==> config.mk <==
export PLATFORM = sky130hd
export DESIGN_NAME = bfh_ctrl_flat
export DESIGN_NICKNAME = d
export VERILOG_FILES = /design/src/hw/rtl/bfh_pkg.sv /design/src/hw/rtl/bfh_if.sv /design/src/hw/rtl/bfh_ctrl.sv /design/src/flat_wrapper.sv
export SDC_FILE = /design/constraint.sdc
export NUM_CORES = 1
export LEC_CHECK = 0
export BUFFER_PORTS_ARGS = -buffer_cell sky130_fd_sc_hd__buf_2
export CORE_MARGIN = 4
export CORE_UTILIZATION = 31
export DETAILED_ROUTE_END_ITERATION = 6
export HOLD_SLACK_MARGIN = 0.15
export PLACE_DENSITY_LB_ADDON = 0.2
export SLEW_MARGIN = 30
export SYNTH_ARGS = -nofsm -noshare
export SYNTH_HDL_FRONTEND = slang
export SYNTH_SLANG_ARGS = --single-unit
==> constraint.sdc <==
create_clock -name clk -period 8.3 [get_ports clk]
set_input_delay 1.245 -clock clk [delete_from_list [all_inputs] [get_ports clk]]
set_output_delay 1.245 -clock clk [all_outputs]
set_load 0.03 [all_outputs]
==> src/hw/rtl/bfh_pkg.sv <==
`timescale 1ns / 1ps

package bfh_pkg;

  localparam int COUNT_WIDTH = 32;
  localparam int OUT_WIDTH   = 32;
  localparam int NUM_VALUES  = 256;
  localparam int BYTE_W      = 8;
  localparam int RANK_W      = 9;
  localparam int REQ_W       = 2;
  localparam int KIND_W      = 2;
  localparam int UNIQ_W      = 9;

  localparam logic [COUNT_WIDTH-1:0] CNT_MAX = '1;

  typedef enum logic [REQ_W-1:0] {
    REQ_BYTE    = 2'd0,
    REQ_SUMMARY = 2'd1,
    REQ_NEXT    = 2'd2,
    REQ_CLEAR   = 2'd3
  } req_t;

  typedef enum logic [KIND_W-1:0] {
    RES_SUMMARY = 2'd0,
    RES_ENTRY   = 2'd1,
    RES_DONE    = 2'd2
  } res_kind_t;

  typedef enum logic [2:0] {
    ST_IDLE,
    ST_SUM,
    ST_SCAN,
    ST_LAST,
    ST_EMIT,
    ST_DONE
  } state_t;

  typedef struct packed {
    logic [KIND_W-1:0]    result_kind;
    logic [BYTE_W-1:0]    char_code;
    logic [OUT_WIDTH-1:0] char_count;
    logic [OUT_WIDTH-1:0] first_position;
    logic [OUT_WIDTH-1:0] total_chars;
    logic [UNIQ_W-1:0]    unique_chars;
    logic                 is_last;
  } result_t;

  // listing order is signed-char order: rank 0 is byte 0x80
  function automatic logic [BYTE_W-1:0] rank_to_byte(input logic [RANK_W-1:0] rank);
    logic [BYTE_W-1:0] low;
    low = rank[BYTE_W-1:0];
    return {~low[BYTE_W-1], low[BYTE_W-2:0]};
  endfunction

  function automatic logic [OUT_WIDTH-1:0] to_out(input logic [COUNT_WIDTH-1:0] v);
    logic [63:0] ext;
    ext = 64'(v);
    return ext[OUT_WIDTH-1:0];
  endfunction

endpackage

==> src/hw/rtl/bfh_if.sv <==
`timescale 1ns / 1ps

interface bfh_in_if import bfh_pkg::*; ();
  logic              valid;
  logic              ready;
  logic [REQ_W-1:0]  req_type;
  logic [BYTE_W-1:0] byte_value;

  modport source (output valid, output req_type, output byte_value, input ready);
  modport sink (input valid, input req_type, input byte_value, output ready);
endinterface


==> src/hw/rtl/bfh_ctrl.sv <==
`timescale 1ns / 1ps

module bfh_ctrl import bfh_pkg::*; (
  input  logic                   clk,
  input  logic                   rst_n,
  bfh_in_if.sink                 in_chan,
  output logic                   cnt_wr_en,
  output logic                   pos_wr_en,
  output logic [BYTE_W-1:0]      mem_wr_addr,
  output logic [COUNT_WIDTH-1:0] cnt_wr_data,
  output logic [COUNT_WIDTH-1:0] pos_wr_data,
  output logic                   mem_rd_en,
  output logic [BYTE_W-1:0]      mem_rd_addr,
  input  logic [COUNT_WIDTH-1:0] cnt_rd_data,
  input  logic [COUNT_WIDTH-1:0] pos_rd_data,
  output logic                   res_valid,
  output result_t                res,
  input  logic                   res_ready
);

  state_t state_r, state_nxt;

  logic [NUM_VALUES-1:0]  present_r, present_nxt;
  logic [COUNT_WIDTH-1:0] total_r, total_nxt;
  logic [UNIQ_W-1:0]      distinct_r, distinct_nxt;
  logic [RANK_W-1:0]      cursor_r, cursor_nxt;

  logic                   s1_vld_r;
  logic [BYTE_W-1:0]      s1_addr_r;
  logic                   fwd_hit_r;
  logic [COUNT_WIDTH-1:0] fwd_val_r;

  logic [RANK_W-1:0]      scan_r;
  logic [RANK_W-1:0]      found_r;
  logic                   last_r;

  req_t                   req;
  logic                   in_acc;
  logic                   byte_acc;
  logic                   s1_present;
  logic [COUNT_WIDTH-1:0] s1_cur;
  logic [COUNT_WIDTH-1:0] s1_cnt;
  logic [BYTE_W-1:0]      scan_byte;
  logic                   scan_end;
  logic                   scan_hit;

  assign req      = req_t'(in_chan.req_type);
  assign in_chan.ready = (state_r == ST_IDLE);
  assign in_acc   = in_chan.valid && (state_r == ST_IDLE);
  assign byte_acc = in_acc && (req == REQ_BYTE);

  // byte update stage: read data arrives here, forwarded when the previous item hit the same entry
  assign s1_present = present_r[s1_addr_r];
  assign s1_cur     = fwd_hit_r ? fwd_val_r : cnt_rd_data;

  always_comb begin
    if (!s1_present) begin
      s1_cnt = COUNT_WIDTH'(1);
    end else if (s1_cur == CNT_MAX) begin
      s1_cnt = s1_cur;
    end else begin
      s1_cnt = s1_cur + 1'b1;
    end
  end

  assign cnt_wr_en   = s1_vld_r;
  assign pos_wr_en   = s1_vld_r && !s1_present;
  assign mem_wr_addr = s1_addr_r;
  assign cnt_wr_data = s1_cnt;
  assign pos_wr_data = total_r;

  assign scan_byte = rank_to_byte(scan_r);
  assign scan_end  = scan_r[RANK_W-1];
  assign scan_hit  = !scan_end && present_r[scan_byte];

  assign mem_rd_en   = byte_acc || ((state_r == ST_SCAN) && scan_hit);
  assign mem_rd_addr = byte_acc ? in_chan.byte_value : scan_byte;

  always_comb begin
    state_nxt = state_r;
    case (state_r)
      ST_IDLE: begin
        if (in_acc) begin
          case (req)
            REQ_SUMMARY: state_nxt = ST_SUM;
            REQ_NEXT:    state_nxt = ST_SCAN;
            default:     state_nxt = ST_IDLE;
          endcase
        end
      end
      ST_SCAN: begin
        if (scan_end) begin
          state_nxt = ST_DONE;
        end else if (scan_hit) begin
          state_nxt = ST_LAST;
        end
      end
      ST_LAST: begin
        if (scan_end || scan_hit) begin
          state_nxt = ST_EMIT;
        end
      end
      ST_SUM, ST_EMIT, ST_DONE: begin
        if (res_ready) begin
          state_nxt = ST_IDLE;
        end
      end
      default: state_nxt = ST_IDLE;
    endcase
  end

  always_comb begin
    res_valid          = 1'b0;
    res                = '0;
    res.total_chars    = to_out(total_r);
    res.unique_chars   = distinct_r;
    case (state_r)
      ST_SUM: begin
        res_valid       = 1'b1;
        res.result_kind = RES_SUMMARY;
      end
      ST_EMIT: begin
        res_valid          = 1'b1;
        res.result_kind    = RES_ENTRY;
        res.char_code      = rank_to_byte(found_r);
        res.char_count     = to_out(cnt_rd_data);
        res.first_position = to_out(pos_rd_data);
        res.is_last        = last_r;
      end
      ST_DONE: begin
        res_valid       = 1'b1;
        res.result_kind = RES_DONE;
      end
      default: res_valid = 1'b0;
    endcase
  end

  always_comb begin
    present_nxt  = present_r;
    total_nxt    = total_r;
    distinct_nxt = distinct_r;
    cursor_nxt   = cursor_r;
    if (s1_vld_r) begin
      present_nxt[s1_addr_r] = 1'b1;
      if (total_r != CNT_MAX) begin
        total_nxt = total_r + 1'b1;
      end
      if (!s1_present) begin
        distinct_nxt = distinct_r + 1'b1;
      end
    end
    // clear wins over a byte finishing in the same cycle
    if (in_acc && (req == REQ_CLEAR)) begin
      present_nxt  = '0;
      total_nxt    = '0;
      distinct_nxt = '0;
      cursor_nxt   = '0;
    end
    if (res_ready) begin
      case (state_r)
        ST_SUM:  cursor_nxt = '0;
        ST_EMIT: cursor_nxt = found_r + 1'b1;
        ST_DONE: cursor_nxt = RANK_W'(NUM_VALUES);
        default: cursor_nxt = cursor_nxt;
      endcase
    end
  end

  always_ff @(posedge clk) begin
    if (!rst_n) begin
      state_r    <= ST_IDLE;
      s1_vld_r   <= 1'b0;
      present_r  <= '0;
      total_r    <= '0;
      distinct_r <= '0;
      cursor_r   <= '0;
    end else begin
      state_r    <= state_nxt;
      s1_vld_r   <= byte_acc;
      present_r  <= present_nxt;
      total_r    <= total_nxt;
      distinct_r <= distinct_nxt;
      cursor_r   <= cursor_nxt;
    end
  end

  always_ff @(posedge clk) begin
    if (byte_acc) begin
      s1_addr_r <= in_chan.byte_value;
      fwd_hit_r <= s1_vld_r && (s1_addr_r == in_chan.byte_value);
      fwd_val_r <= s1_cnt;
    end
    if (in_acc && (req == REQ_NEXT)) begin
      scan_r <= cursor_r;
    end else if (((state_r == ST_SCAN) && !scan_end) ||
                 ((state_r == ST_LAST) && !scan_end && !scan_hit)) begin
      scan_r <= scan_r + 1'b1;
    end
    if ((state_r == ST_SCAN) && scan_hit) begin
      found_r <= scan_r;
    end
    if ((state_r == ST_LAST) && (scan_end || scan_hit)) begin
      last_r <= scan_end;
    end
  end

  a_distinct_matches_map: assert property (@(posedge clk) disable iff (!rst_n)
    distinct_r == UNIQ_W'($countones(present_r)))
    else $error("distinct count out of step with present map");

  a_update_only_from_idle: assert property (@(posedge clk) disable iff (!rst_n)
    s1_vld_r |-> $past(state_r == ST_IDLE))
    else $error("byte update in flight outside idle");

  a_listed_entry_present: assert property (@(posedge clk) disable iff (!rst_n)
    (state_r == ST_EMIT) |-> present_r[rank_to_byte(found_r)])
    else $error("listed entry is not present");

  a_cursor_range: assert property (@(posedge clk) disable iff (!rst_n)
    cursor_r <= RANK_W'(NUM_VALUES))
    else $error("list cursor beyond end");

endmodule

==> src/flat_wrapper.sv <==
// flat-port wrapper written by rule: the top's interface ports become plain ports
module bfh_ctrl_flat import bfh_pkg::*;
  (clk, rst_n, cnt_wr_en, pos_wr_en, mem_wr_addr, cnt_wr_data, pos_wr_data, mem_rd_en, mem_rd_addr, cnt_rd_data, pos_rd_data, res_valid, res, res_ready, in_chan_valid, in_chan_req_type, in_chan_byte_value, in_chan_ready);
  bfh_in_if in_chan_i ();
  input  logic clk;
  input  logic rst_n;
  output logic cnt_wr_en;
  output logic pos_wr_en;
  output logic [BYTE_W-1:0] mem_wr_addr;
  output logic [COUNT_WIDTH-1:0] cnt_wr_data;
  output logic [COUNT_WIDTH-1:0] pos_wr_data;
  output logic mem_rd_en;
  output logic [BYTE_W-1:0] mem_rd_addr;
  input  logic [COUNT_WIDTH-1:0] cnt_rd_data;
  input  logic [COUNT_WIDTH-1:0] pos_rd_data;
  output logic res_valid;
  output result_t res;
  input  logic res_ready;
  input wire logic [$bits(in_chan_i.valid)-1:0] in_chan_valid;
  input wire logic [$bits(in_chan_i.req_type)-1:0] in_chan_req_type;
  input wire logic [$bits(in_chan_i.byte_value)-1:0] in_chan_byte_value;
  output wire logic [$bits(in_chan_i.ready)-1:0] in_chan_ready;
  assign in_chan_i.valid = in_chan_valid;
  assign in_chan_i.req_type = in_chan_req_type;
  assign in_chan_i.byte_value = in_chan_byte_value;
  assign in_chan_ready = in_chan_i.ready;
  bfh_ctrl u_core (.clk(clk), .rst_n(rst_n), .in_chan(in_chan_i), .cnt_wr_en(cnt_wr_en), .pos_wr_en(pos_wr_en), .mem_wr_addr(mem_wr_addr), .cnt_wr_data(cnt_wr_data), .pos_wr_data(pos_wr_data), .mem_rd_en(mem_rd_en), .mem_rd_addr(mem_rd_addr), .cnt_rd_data(cnt_rd_data), .pos_rd_data(pos_rd_data), .res_valid(res_valid), .res(res), .res_ready(res_ready));
endmodule
==> results by group <==
CTS
  • Setup repair bufs after CTS: 0
  • Clock-pin slew on the worst setup and hold paths: 0.06 ns
  • PostCTS Resize Cnt: 0
  • # H-tree levels: 2
  • Hold Buf Count CTS: 0
  • Num CTS Buffers: 43
  • CTS tree: yes
  • CTS Sinks: 370
  • Clk buf depth: 3
  • Worst-Skew Late Latency: 0.58 ns
  • Root Buffer: clkbuf_16

Yosys
  • Syn Inst Count: 2015
  • Mapped Area: 19000 sq um
  • YS warnings: 0
  • Synth Area in XOR/XNOR: 3.60%
  • Synth cell types: 64
  • Synth Area in Adders: 0.329%
  • Number of flops mapped to enable cells by yosys: 60
  • Largest family of logic cells by synthesized area: simple AND/OR/NAND/NOR gates
  • Main synth FF type: dfxtp_1
  • Post-Syn Nets: 2098
  • FF+latch count, synth: 370
  • Synth async-reset ratio: 0%
  • Simple-gate area share of the yosys netlist: 18.1%
  • Register area share after synthesis: 42.2%
  • Syn Area/Cell: 9.43 sq um
  • Post-synth top cells: 388 x nor2_1, 310 x dfxtp_1, 292 x a21oi_1
  • Cell accounting for the most synthesized area: dfxtp_1
  • Count leader, synth: nor2_1
  • Post-synth top area share: 32.7%
  • Area contributors post-synth: dfxtp_1 33%, mux4_2 14%, edfxtp_1 9.5%, a21oi_1 7.7%, nor2_1 7.7%
  • Compound-cell area share of the yosys netlist: 13.2%
  • Post-synthesis mux area share: 17.3%

Timing
  • Maximum clock rate: 164 MHz
  • RSZ-0062 raised after global routing: no
  • Fin crit period: 6.11 ns
  • Worst-Margin Slew: 0.973 ns
  • Finish-stage setup viols: 0
  • Slew Viols, Final: 0
  • Final setup margin: 2.19 ns
  • Final hold vios: 0
  • Slew HR: 33.4%
  • Final Cycle Share: 73.6%
  • Total negative slack: 0 ns
  • Worst clock skew: 0.0267 ns

Floorplanning
  • Row cnt: 90
  • IO Pins: 279
  • Core Area: 60500 sq um
  • Die area: 65300 sq um
  • Die width: 256 um
  • Initial core utilization: 31.4%
  • Die height: 256 um

Route
  • First DRT Iteration DRCs: 1593
  • Wire per inst: 22.1 um
  • Initial DRT Pass Iterations: 5
  • Final ANT Viol Nets: 0
  • Total Wirelength: 66.6 mm
  • Via count: 16.7k
  • Drt drc: 0
  • DR vias/cell: 5.54

Worst setup path
  • Crit path kind: reg2out
  • Reg-to-reg slack, setup: 3.86 ns
  • CP max FO: 39
  • Required @ worst endpoint: 7.05 ns
  • Crit end category: output pin
  • Worst EP arrival: 4.87 ns
  • R2R cell count: 9
  • Worst Setup EP: cnt_wr_data[11]
  • Worst R2R Start: u_core.mem_wr_addr[1]
  • FF-to-FF End: u_core.distinct_r[7]
  • CP Launch Type: flip-flop
  • Crit. Startpoint: u_core.mem_wr_addr[1]

Pwr
  • Logic pwr share: 8.8%
  • Switching share of total power: 25.7%
  • Overall power: 4110 uW
  • Lkg Pwr: 0.00879 uW
  • Pwr dens: 183 nW/um^2
  • Flop pwr share: 45.4%
  • Clk pwr share: 45.8%
  • Switch Pwr: 1060 uW
  • Internal Pwr Total: 3060 uW
  • Peak VDD IR: 126 uV

Global routing
  • Pin count of the biggest net entering global routing: 227
  • Vias in the first global route: 15.9k
  • Initial antenna violation count: 4
  • Total track usage: 19.6%
  • GR Overflow Total: 0
  • First-pass GRT wire length: 101 mm

Layout
  • Area of the multi-input gates: 10100 sq um
  • Fillers: 6148
  • Area Growth Syn to Fin: 18.0%
  • Layout cells sized above 1: 25.7%
  • FF/Latch Area: 8010 sq um
  • Nets: 2278
  • Design Area, Final: 22400 sq um

Placement
  • HPWL after DPL: 43.4 mm
  • Post-DP Area: 21000 sq um
  • DP Worst Slack: 2.80 ns
  • Placer congestion estimate: 0.980
  • Port Buffers: 278

Hold path
  • HP Class: reg2reg

Flow run
  • Max_cap viols: 0

Outcome
  • Status: finished clean
[worst max-delay path: stages (launching register included)]
cell and delay, ns:
edfxtp_1 0.98, buf_4 0.64, mux4_2 0.32, a22oi_1 0.08, nand2_1 0.08, o21ai_0 0.16, a2111oi_0 0.91, nor4_4 0.09
buf_4 0.30, a211oi_1 0.35, buf_2 0.27
[cell families (layout without fill, tap and decap cells)]
kind of cell             Yosys count  in the layout
AO/OA/AOI/OAI                    434            434
AND/OR/NAND/NOR                  744            744
XOR/XNOR                          78             78
other                              0              1
flip-flops                       370            370
multiplexers                     175            175
buffers and inverters            209            419
adder cells (fa/ha/maj)            5              5
[state kept, by name (all words and copies together) (netlist names), 8 cells and up]
signal              count
u_core.distinct_r       9
u_core.mem_wr_addr      8
u_core.fwd_val_r       32
u_core.present_r      256
u_core.found_r          9
u_core.pos_wr_data     32
u_core.scan_r           9
u_core.cursor_r         9
[metal layers]
layer / vias up / track usage [%] / share of wire (%) / wire, um
met3: 116 / 3.59 / 7.9 / 5250
li1: 7637 / - / - / -
met1: 8233 / 27.1 / 43 / 29000
met5: - / 0 / 0 / 0
met2: 689 / 31.3 / 46 / 30500
met4: 0 / 5.96 / 2.9 / 1930
[placed cells by master (no fill, tap or decap), types with 7 or more instances in the layout]
master,n
nand2b_1,13
clkbuf_8,10
buf_2,278
dfxtp_1,310
xor2_1,32
or3_1,11
nor2b_1,15
clkbuf_1,11
nand3b_1,11
nand3_1,51
a21oi_1,292
nor2_1,374
nor2_2,14
mux2_2,15
nand4_1,13
nor3_2,7
nor4_1,10
nand2_1,84
mux2i_1,39
xnor2_1,46
inv_1,15
and3_1,83
a22oi_1,58
o21ai_0,23
mux4_2,121
a211oi_1,10
buf_4,45
clkbuf_16,43
nor3_1,21
edfxtp_1,60
[layout make-up]
| class | count | share of cell area (%) |
|---|---|---|
| clock buffer | 64 | 5.60 |
| inverter | 16 | 0.268 |
| clock inverter | 11 | 0.547 |
| multi-input combinational | 1436 | 45.2 |
| antenna | 1 | 0.0112 |
| tap | 782 | 4.37 |
| timing repair buffer | 328 | 8.23 |
| sequential | 370 | 35.7 |
[power by group through the flow]
| stage | registers [uW] | clock network, uW | logic [uW] |
|---|---|---|---|
| after floorplan | 1890 | 0 | 243 |
| after global placement | 1900 | 0 | 357 |
| after detailed placement | 1900 | 0 | 359 |
| after CTS | 1860 | 1930 | 360 |
| after global routing | 1870 | 2010 | 389 |
| final | 1870 | 1880 | 363 |
[through the flow]
| stage | hold slack [ns] | instances | utilization (%) |
|---|---|---|---|
| 4_1_cts | 0.460 | 3005 | 37.0 |
| 5_1_grt | 0.511 | 3008 | 37.1 |
| 3_5_place_dp | 0.451 | 2930 | 34.7 |
| 3_3_place_gp | 0.450 | 2930 | 34.6 |
| 2_1_floorplan | 0.424 | 2015 | - |
| 6_report | 0.458 | 3008 | 37.1 |
[worst min-delay path by stage]
| stage | slack [ns] | cells past startpoint | start | end |
|---|---|---|---|---|
| after global routing | 0.51 | 2 | u_core.present_r[52] | u_core.present_r[52] |
| final | 0.46 | 2 | u_core.cursor_r[8] | u_core.cursor_r[8] |
| after floorplan | 0.42 | 0 | u_core.scan_r[4] | u_core.found_r[4] |
| after global placement | 0.45 | 2 | u_core.cursor_r[8] | u_core.cursor_r[8] |
| after detailed placement | 0.45 | 2 | u_core.cursor_r[8] | u_core.cursor_r[8] |
| after CTS | 0.46 | 2 | u_core.cursor_r[8] | u_core.cursor_r[8] |
Note: power is estimated with default switching activity, not from simulation.
