===== config.mk =====
export PLATFORM = sky130hd
export DESIGN_NAME = bfh_out_reg_flat
export DESIGN_NICKNAME = d
export VERILOG_FILES = /design/src/hw/rtl/bfh_pkg.sv /design/src/hw/rtl/bfh_if.sv /design/src/hw/rtl/bfh_out_reg.sv /design/src/flat_wrapper.sv
export SDC_FILE = /design/constraint.sdc
export NUM_CORES = 1
export LEC_CHECK = 0
export BUFFER_PORTS_ARGS = -buffer_cell sky130_fd_sc_hd__buf_2
export CAP_MARGIN = 20
export CORE_MARGIN = 2
export CORE_UTILIZATION = 44
export DETAILED_ROUTE_END_ITERATION = 12
export HOLD_SLACK_MARGIN = 0.03
export PLACE_DENSITY = 0.84
export SLEW_MARGIN = 20
export SYNTH_ARGS = -nofsm -noshare
export SYNTH_HDL_FRONTEND = slang
export SYNTH_SLANG_ARGS = --single-unit

===== constraint.sdc =====
create_clock -name clk -period 2.8 [get_ports clk]
set_input_delay 0.56 -clock clk [delete_from_list [all_inputs] [get_ports clk]]
set_output_delay 0.56 -clock clk [all_outputs]
set_load 0.05 [all_outputs]

===== src/hw/rtl/bfh_pkg.sv =====
`timescale 1ns / 1ps

package bfh_pkg;

  localparam int COUNT_WIDTH = 32;
  localparam int OUT_WIDTH   = 32;
  localparam int NUM_VALUES  = 256;
  localparam int BYTE_W      = 8;
  localparam int RANK_W      = 9;
  localparam int REQ_W       = 2;
  localparam int KIND_W      = 2;
  localparam int UNIQ_W      = 9;

  localparam logic [COUNT_WIDTH-1:0] CNT_MAX = '1;

  typedef enum logic [REQ_W-1:0] {
    REQ_BYTE    = 2'd0,
    REQ_SUMMARY = 2'd1,
    REQ_NEXT    = 2'd2,
    REQ_CLEAR   = 2'd3
  } req_t;

  typedef enum logic [KIND_W-1:0] {
    RES_SUMMARY = 2'd0,
    RES_ENTRY   = 2'd1,
    RES_DONE    = 2'd2
  } res_kind_t;

  typedef enum logic [2:0] {
    ST_IDLE,
    ST_SUM,
    ST_SCAN,
    ST_LAST,
    ST_EMIT,
    ST_DONE
  } state_t;

  typedef struct packed {
    logic [KIND_W-1:0]    result_kind;
    logic [BYTE_W-1:0]    char_code;
    logic [OUT_WIDTH-1:0] char_count;
    logic [OUT_WIDTH-1:0] first_position;
    logic [OUT_WIDTH-1:0] total_chars;
    logic [UNIQ_W-1:0]    unique_chars;
    logic                 is_last;
  } result_t;

  // listing order is signed-char order: rank 0 is byte 0x80
  function automatic logic [BYTE_W-1:0] rank_to_byte(input logic [RANK_W-1:0] rank);
    logic [BYTE_W-1:0] low;
    low = rank[BYTE_W-1:0];
    return {~low[BYTE_W-1], low[BYTE_W-2:0]};
  endfunction

  function automatic logic [OUT_WIDTH-1:0] to_out(input logic [COUNT_WIDTH-1:0] v);
    logic [63:0] ext;
    ext = 64'(v);
    return ext[OUT_WIDTH-1:0];
  endfunction

endpackage


===== src/hw/rtl/bfh_if.sv =====


interface bfh_out_if import bfh_pkg::*; ();
  logic                 valid;
  logic                 ready;
  logic [KIND_W-1:0]    result_kind;
  logic [BYTE_W-1:0]    char_code;
  logic [OUT_WIDTH-1:0] char_count;
  logic [OUT_WIDTH-1:0] first_position;
  logic [OUT_WIDTH-1:0] total_chars;
  logic [UNIQ_W-1:0]    unique_chars;
  logic                 is_last;

  modport source (output valid, output result_kind, output char_code, output char_count,
                  output first_position, output total_chars, output unique_chars,
                  output is_last, input ready);
  modport sink (input valid, input result_kind, input char_code, input char_count,
                input first_position, input total_chars, input unique_chars,
                input is_last, output ready);
endinterface


===== src/hw/rtl/bfh_out_reg.sv =====
`timescale 1ns / 1ps

module bfh_out_reg import bfh_pkg::*; (
  input  logic       clk,
  input  logic       rst_n,
  input  logic       res_valid,
  input  result_t    res,
  output logic       res_ready,
  bfh_out_if.source  out_chan
);

  logic    valid_r, valid_nxt;
  result_t data_r;
  logic    load;

  assign res_ready = !valid_r || out_chan.ready;
  assign load      = res_valid && res_ready;

  always_comb begin
    if (load) begin
      valid_nxt = 1'b1;
    end else if (out_chan.ready) begin
      valid_nxt = 1'b0;
    end else begin
      valid_nxt = valid_r;
    end
  end

  always_ff @(posedge clk) begin
    if (!rst_n) begin
      valid_r <= 1'b0;
    end else begin
      valid_r <= valid_nxt;
    end
  end

  always_ff @(posedge clk) begin
    if (load) begin
      data_r <= res;
    end
  end

  assign out_chan.valid          = valid_r;
  assign out_chan.result_kind    = data_r.result_kind;
  assign out_chan.char_code      = data_r.char_code;
  assign out_chan.char_count     = data_r.char_count;
  assign out_chan.first_position = data_r.first_position;
  assign out_chan.total_chars    = data_r.total_chars;
  assign out_chan.unique_chars   = data_r.unique_chars;
  assign out_chan.is_last        = data_r.is_last;

endmodule

===== src/flat_wrapper.sv =====
// flat-port wrapper written by rule: the top's interface ports become plain ports
module bfh_out_reg_flat import bfh_pkg::*;
  (clk, rst_n, res_valid, res, res_ready, out_chan_valid, out_chan_result_kind, out_chan_char_code, out_chan_char_count, out_chan_first_position, out_chan_total_chars, out_chan_unique_chars, out_chan_is_last, out_chan_ready);
  bfh_out_if out_chan_i ();
  input  logic clk;
  input  logic rst_n;
  input  logic res_valid;
  input  result_t res;
  output logic res_ready;
  output wire logic [$bits(out_chan_i.valid)-1:0] out_chan_valid;
  output wire logic [$bits(out_chan_i.result_kind)-1:0] out_chan_result_kind;
  output wire logic [$bits(out_chan_i.char_code)-1:0] out_chan_char_code;
  output wire logic [$bits(out_chan_i.char_count)-1:0] out_chan_char_count;
  output wire logic [$bits(out_chan_i.first_position)-1:0] out_chan_first_position;
  output wire logic [$bits(out_chan_i.total_chars)-1:0] out_chan_total_chars;
  output wire logic [$bits(out_chan_i.unique_chars)-1:0] out_chan_unique_chars;
  output wire logic [$bits(out_chan_i.is_last)-1:0] out_chan_is_last;
  input wire logic [$bits(out_chan_i.ready)-1:0] out_chan_ready;
  assign out_chan_valid = out_chan_i.valid;
  assign out_chan_result_kind = out_chan_i.result_kind;
  assign out_chan_char_code = out_chan_i.char_code;
  assign out_chan_char_count = out_chan_i.char_count;
  assign out_chan_first_position = out_chan_i.first_position;
  assign out_chan_total_chars = out_chan_i.total_chars;
  assign out_chan_unique_chars = out_chan_i.unique_chars;
  assign out_chan_is_last = out_chan_i.is_last;
  assign out_chan_i.ready = out_chan_ready;
  bfh_out_reg u_core (.clk(clk), .rst_n(rst_n), .res_valid(res_valid), .res(res), .res_ready(res_ready), .out_chan(out_chan_i));
endmodule

==> results of run 1 <==
[synthesized netlist by cell type]
cell type,number
and2_4,1
nand2b_4,1
edfxtp_1,116
inv_1,1
dfxtp_1,1
a21boi_2,1
[sequential cells by signal, summed over array words and instances, names as in the netlist]
| register | count |
|---|---|
| u_core.out_chan.result_kind | 2 |
| u_core.out_chan.valid | 1 |
| u_core.out_chan.char_count | 32 |
| u_core.out_chan.char_code | 8 |
| u_core.out_chan.unique_chars | 9 |
| u_core.out_chan.first_position | 32 |
| u_core.out_chan.is_last | 1 |
| u_core.out_chan.total_chars | 32 |
[layer usage]
metal	wire, um	track usage (%)
met1	2590	17.9
met2	4110	30.4
met3	915	9.31
met4	75	7.85
met5	10	0
[cell type report]
type                    instances  share of cell area (%)
repair buffers                239                    22.1
multi-input cells               3                   0.609
inverters                       1                  0.0677
well taps                     102                    2.30
clock inverters                12                    4.13
flip-flops and latches        117                    63.2
clock buffers                  19                    7.60
[cells by family (layout without fill, tap and decap cells)]
kind of cell    Yosys count  after routing  share of synthesized area, %
compound gates            1              1                         0.318
flops                   117            117                          98.9
simple gates              2              2                         0.636
buf+inv                   1            271                         0.106
[power by group through the flow]
stage | clock network [mW] | logic, mW | registers (mW)
6_report | 2.33 | 0.579 | 2.07
5_1_grt | 2.45 | 0.604 | 2.08
4_1_cts | 2.38 | 0.584 | 2.08
3_5_place_dp | 0 | 0.583 | 2.11
3_3_place_gp | 0 | 0.576 | 2.11
2_1_floorplan | 0 | 0.0365 | 2.47
[worst max-delay path by stage]
stage | startpoint | to | slack (ns)
2_1_floorplan | out_chan_ready | u_core.out_chan.char_code[0] | 0.71
3_3_place_gp | out_chan_ready | u_core.out_chan.char_count[2] | 1.20
3_5_place_dp | out_chan_ready | u_core.out_chan.first_position[29] | 1.19
4_1_cts | u_core.out_chan.valid | res_ready | 1.05
5_1_grt | u_core.out_chan.valid | res_ready | 1.03
6_report | u_core.out_chan.valid | res_ready | 1.08
[worst max-delay path, stage by stage (launching register included)]
cell and delay (ns):
dfxtp_1 0.33, nand2b_4 0.09, buf_2 0.26
==> results.sh, run 1 <==
export IMPL_synthesis_nets=241
export IMPL_worstMarginPinSlew_ns=0.344
export IMPL_fillers=517
export IMPL_area_delta_synth_final_pct=56.6
export IMPL_viasPerCell=4.35
export IMPL_arrival_ns=1.16
export IMPL_fin_hold_ws_ns=0.248
export IMPL_grt_pass1_wl_mm=11.1
export IMPL_ios=238
export IMPL_cts_hold_buf=0
export IMPL_final_common_cell="buf_2"
export IMPL_synth_seq_cells=117
export IMPL_fin_area_um2=5550
export IMPL_antenna_found_initial=1
export IMPL_cp_end_kind="output pin"
export IMPL_grt_total_usage_pct=17.8
export IMPL_r2r_setup_slack_ns=1.53
export IMPL_rsz0062_at_grt="no"
export IMPL_drt_pass1_iter_count=5
export IMPL_cp_max_fo=3
export IMPL_power_per_cell_area_nw_per_um2=899
export IMPL_rows=32
export IMPL_start_kind="flop"
export IMPL_swShare_pct=23.7
export IMPL_synth_top_cell_by_area="edfxtp_1"
export IMPL_status="complete, no violations"
export IMPL_cts_max_path_buffers=2
export IMPL_fin_crit_ns=1.72
export IMPL_place_gp_congestion=0.722
export IMPL_seqCellArea_um2=3500
export IMPL_fin_setup_tns_ns=0
export IMPL_initial_core_util_pct=45.6
export IMPL_synth_avg_cell_area_um2=29.3
export IMPL_mostFrequentLayoutCells="buf_2 (237), edfxtp_1 (116), clkbuf_16 (16), bufinv_16 (6)"
export IMPL_ant_nets=0
export IMPL_grt_max_degree=68
export IMPL_synth_cell_types=6
export IMPL_design_die_area_um2=8780
export IMPL_yosysTopAreaCellShare_pct=98.4
export IMPL_p_comb_share_pct=11.6
export IMPL_dr_first_iter_drc_count=60
export IMPL_peakVddDrop_v=0.000486
export IMPL_r2r_end="u_core.out_chan.unique_chars[4]"
export IMPL_clk_latency_ns=0.48
export IMPL_grt_pass1_vias=2282
export IMPL_drc_errors=0
export IMPL_clock_skew_ns=0.00568
export IMPL_ys_seq_area_share_pct=98.9
export IMPL_crit_type="reg -> out"
export IMPL_cts_made_buffers=17
export IMPL_die_w_um=93.7
export IMPL_sequentialPowerShare_pct=41.6
export IMPL_finalSetupViolCount=0
export IMPL_die_h_um=93.7
export IMPL_layout_nets=499
export IMPL_synth_area_um2=3540
export IMPL_period_share_pct=61.4
export IMPL_intPower_mw=3.81
export IMPL_fin_cells=493
export IMPL_hold_viol=0
export IMPL_drive_above_1_share_pct=69.3
export IMPL_multiInputGateArea_um2=33.8
export IMPL_gr_total_overflow=0
export IMPL_worstRegToRegCells=3
export IMPL_timing_rr_start="u_core.out_chan.valid"
export IMPL_drt_wl_total_mm=7.70
export IMPL_synth_area_leaders="edfxtp_1 (98%), dfxtp_1 (0.57%), nand2b_4 (0.39%), a21boi_2 (0.32%), and2_4 (0.25%)"
export IMPL_diodes=0
export IMPL_slew_violations=0
export IMPL_layout_setup_ws_ns=1.08
export IMPL_cts_tree="yes"
export IMPL_switchingPower_mw=1.18
export IMPL_slew_headroom_pct=77.1
export IMPL_postCtsSetupRepairBufs=0
export IMPL_cp_required_ns=2.24
export IMPL_cts_resized=0
export IMPL_placed_cell_area_um2=4890
export IMPL_clockRootBuffer="clkbuf_8"
export IMPL_vias=2144
export IMPL_cts_clk_slew_worst_paths_ns=0.06
export IMPL_power_share_clock_pct=46.8
export IMPL_max_cap_viol_count=0
export IMPL_min_to="u_core.out_chan.char_code[5]"
export IMPL_synth_cells=121
export IMPL_hold_path_class="in -> reg"
export IMPL_power_mw=4.99
export IMPL_io_buffers=237
export IMPL_min_path_cells=1
export IMPL_core_area_um2=7770
export IMPL_dp_slack_ns=1.19
export IMPL_power_leakage_nw=2.41
export IMPL_final_core_util_pct=71.4
export IMPL_fmax_mhz=582
export IMPL_post_place_cells=462
export IMPL_yosys_warnings=0
export IMPL_hp_start="res[111]"
export IMPL_clkSinkCount=117
export IMPL_avgRoutedWirePerCell_um=15.6
export IMPL_htree_num_levels=4
Note: power is estimated with default switching activity, not from simulation.
==> inputs of run 2 (changes only) <==
- CORE_UTILIZATION: 44 -> 41
- PLACE_DENSITY: 0.84 -> 0.79
- clock period: 2.8 -> 1.7 ns (I/O delays scaled with it)
==> run 2 against run 1 <==
  * The run now fails in 4_1_cts
  * Synthesized cell count unchanged
  * Synthesized area unchanged
==> results.sh, run 2 <==
export IMPL_clkSinkCount=117
export IMPL_cts_hold_buf=101
export IMPL_yosysTopAreaCellShare_pct=98.4
export IMPL_yosysMostFrequentCell="edfxtp_1"
export IMPL_synth_edff_count=116
export IMPL_dp_slack_ns=0.275
export IMPL_synth_area_leaders="edfxtp_1 (98%), dfxtp_1 (0.57%), nand2b_4 (0.39%), a21boi_2 (0.32%), and2_4 (0.25%)"
export IMPL_io_buffers=237
export IMPL_synthArstFlopShare_pct=0
export IMPL_synth_cell_types=6
export IMPL_die_w_um=96.9
export IMPL_htree_num_levels=4
export IMPL_synth_avg_cell_area_um2=29.3
export IMPL_status="did not finish"
export IMPL_placed_cell_area_um2=4900
export IMPL_synth_cells=121
export IMPL_cts_max_path_buffers=2
export IMPL_rows=33
export IMPL_postCtsSetupRepairBufs=0
export IMPL_yosys_warnings=0
export IMPL_synth_top_cell_by_area="edfxtp_1"
export IMPL_synth_area_um2=3540
export IMPL_synthFlopType="edfxtp_1"
export IMPL_ys_seq_area_share_pct=98.9
export IMPL_initial_core_util_pct=42.7
export IMPL_dpl_hpwl_mm=6.52
export IMPL_synth_seq_cells=117
export IMPL_post_place_cells=465
export IMPL_cts_made_buffers=17
export IMPL_synthesis_nets=241
export IMPL_cts_resized=0
export IMPL_lastStage="4_1_cts"
export IMPL_place_gp_congestion=0.763
export IMPL_ios=238
export IMPL_clockRootBuffer="clkbuf_8"
export IMPL_die_h_um=96.9
export IMPL_stop_error="[ERROR RSZ-0060] Max buffer count reached."
## run 2: logic make-up after synthesis
logic type             Yosys count  share of synthesized area, %
DFF                            117                          98.9
and+or+nand+nor                  2                         0.636
AOI/OAI and AO/OA                1                         0.318
buffers and inverters            1                         0.106
## run 2: per-stage QoR
stage                     hold WS, ns  utilization (%)  TNS (ns)
after floorplan                 0.439                -    -23.45
after global placement          0.486             59.1         0
after detailed placement        0.509             59.1         0
==> inputs of run 3 (changes only) <==
- CORE_UTILIZATION: 41 -> 30
- HOLD_SLACK_MARGIN: 0.03 -> unset
- PLACE_DENSITY: 0.79 -> unset
- PLACE_DENSITY_LB_ADDON: unset -> 0.15
==> run 3 against run 2 <==
  * The run now ends clean
==> results.sh, run 3 (synthesis results as in run 1) <==
export IMPL_cts_hold_buf=0
export IMPL_antenna_found_initial=0
export IMPL_dpl_hpwl_mm=6.03
export IMPL_seqCellArea_um2=3510
export IMPL_sequentialPowerShare_pct=42.1
export IMPL_status="complete, no violations"
export IMPL_initial_core_util_pct=30.9
export IMPL_core_area_um2=11500
export IMPL_post_place_cells=503
export IMPL_placed_cell_area_um2=4950
export IMPL_htree_num_levels=4
export IMPL_met2_length_mm=3.92
export IMPL_drt_wl_total_mm=8.27
export IMPL_grt_pass1_wl_mm=11.8
export IMPL_slew_headroom_pct=78.0
export IMPL_drc_errors=0
export IMPL_design_die_area_um2=12700
export IMPL_clk_latency_ns=0.41
export IMPL_wl_met1_mm=2.76
export IMPL_cts_clk_slew_worst_paths_ns=0.05
export IMPL_fin_crit_ns=1.41
export IMPL_mostFrequentLayoutCells="buf_2 (237), edfxtp_1 (116), clkbuf_16 (17), bufinv_16 (5)"
export IMPL_crit_type="reg -> out"
export IMPL_cts_resized=0
export IMPL_die_h_um=113
export IMPL_io_buffers=237
export IMPL_power_mw=8.11
export IMPL_final_common_cell="buf_2"
export IMPL_p_comb_share_pct=11.8
export IMPL_cts_max_path_buffers=2
export IMPL_postCtsSetupRepairBufs=0
export IMPL_grt_total_usage_pct=13.2
export IMPL_fillers=981
export IMPL_grt_max_degree=62
export IMPL_avgRoutedWirePerCell_um=15.4
export IMPL_dr_first_iter_drc_count=167
export IMPL_cp_end_kind="output pin"
export IMPL_rsz0062_at_grt="no"
export IMPL_ant_nets=0
export IMPL_highest_layer="met4"
export IMPL_die_w_um=113
export IMPL_swShare_pct=23.9
export IMPL_met3_wirelength_mm=1.35
export IMPL_viasPerCell=4.10
export IMPL_hold_viol=0
export IMPL_fin_cells=536
export IMPL_grt_pass1_vias=2243
export IMPL_power_share_clock_pct=46.1
export IMPL_cts_made_buffers=17
export IMPL_place_gp_congestion=0.743
export IMPL_worstMarginPinSlew_ns=0.330
export IMPL_cp_required_ns=1.36
export IMPL_slew_violations=0
export IMPL_multiInputGateArea_um2=33.8
export IMPL_hold_path_class="in -> reg"
export IMPL_gr_total_overflow=0
export IMPL_drt_pass1_iter_count=4
export IMPL_max_cap_viol_count=0
export IMPL_area_delta_synth_final_pct=57.4
export IMPL_finalSetupViolCount=0
export IMPL_period_share_pct=83.1
export IMPL_intPower_mw=6.17
export IMPL_drive_above_1_share_pct=68.9
export IMPL_clockRootBuffer="clkbuf_16"
export IMPL_power_per_cell_area_nw_per_um2=1450
export IMPL_start_kind="flop"
export IMPL_fin_hold_ws_ns=0.100
export IMPL_switchingPower_mw=1.93
export IMPL_fmax_mhz=707
export IMPL_fin_area_um2=5570
export IMPL_layout_nets=499
export IMPL_clkSinkCount=117
export IMPL_arrival_ns=1.07
export IMPL_ios=238
export IMPL_cts_tree="yes"
export IMPL_power_leakage_nw=2.40
export IMPL_cp_max_fo=3
export IMPL_clock_skew_ns=0.00992
export IMPL_peakVddDrop_v=0.000913
export IMPL_vias=2195
export IMPL_rows=39
## run 3: final cells by class
class / instances / area share (%)
Sequential cell: 117 / 62.9
Timing Repair Buffer: 239 / 22.0
Clock buffer: 21 / 7.90
Clock inverter: 11 / 3.25
Tap cell: 143 / 3.21
Multi-Input combinational cell: 3 / 0.606
Inverter: 1 / 0.0673
Antenna cell: 1 / 0.0449
## run 3: metal layers
metal	vias up	global-route usage, %
met3	17	9.40
li1	1015	-
met1	988	12.4
met2	175	20.4
met5	-	0
met4	0	8.78
## run 3: final timing paths
check	end	slack, ns	cells past startpoint	start
min reg2reg	u_core.out_chan.valid	0.50	2	u_core.out_chan.valid
min	u_core.out_chan.unique_chars[2]	0.10	1	res[3]
max reg2reg	u_core.out_chan.result_kind[0]	0.46	3	u_core.out_chan.valid
max	res_ready	0.29	2	u_core.out_chan.valid
## run 3: per-stage QoR
step / setup TNS [ns] / util (%) / setup WS (ns)
after floorplan: -23.45 / - / -0.202
after global placement: 0 / 43.2 / 0.328
after detailed placement: 0 / 43.2 / 0.328
after CTS: 0 / 48.6 / 0.256
after global routing: 0 / 48.6 / 0.245
final: 0 / 48.6 / 0.287
## run 3: power by group through the flow
| stage | Sequential, mW | Clock (mW) | Combinational (mW) |
|---|---|---|---|
| finish | 3.42 | 3.74 | 0.957 |
| detailed placement | 3.47 | 0 | 0.968 |
| CTS | 3.42 | 3.84 | 0.969 |
| floorplan | 4.06 | 0 | 0.0602 |
| global route | 3.43 | 3.96 | 0.998 |
| global placement | 3.47 | 0 | 0.967 |
## run 3: worst max-delay path, cell delays in order (launching register included)
cell and delay, ns:
dfxtp_4 0.34, nand2b_4 0.07, buf_2 0.26
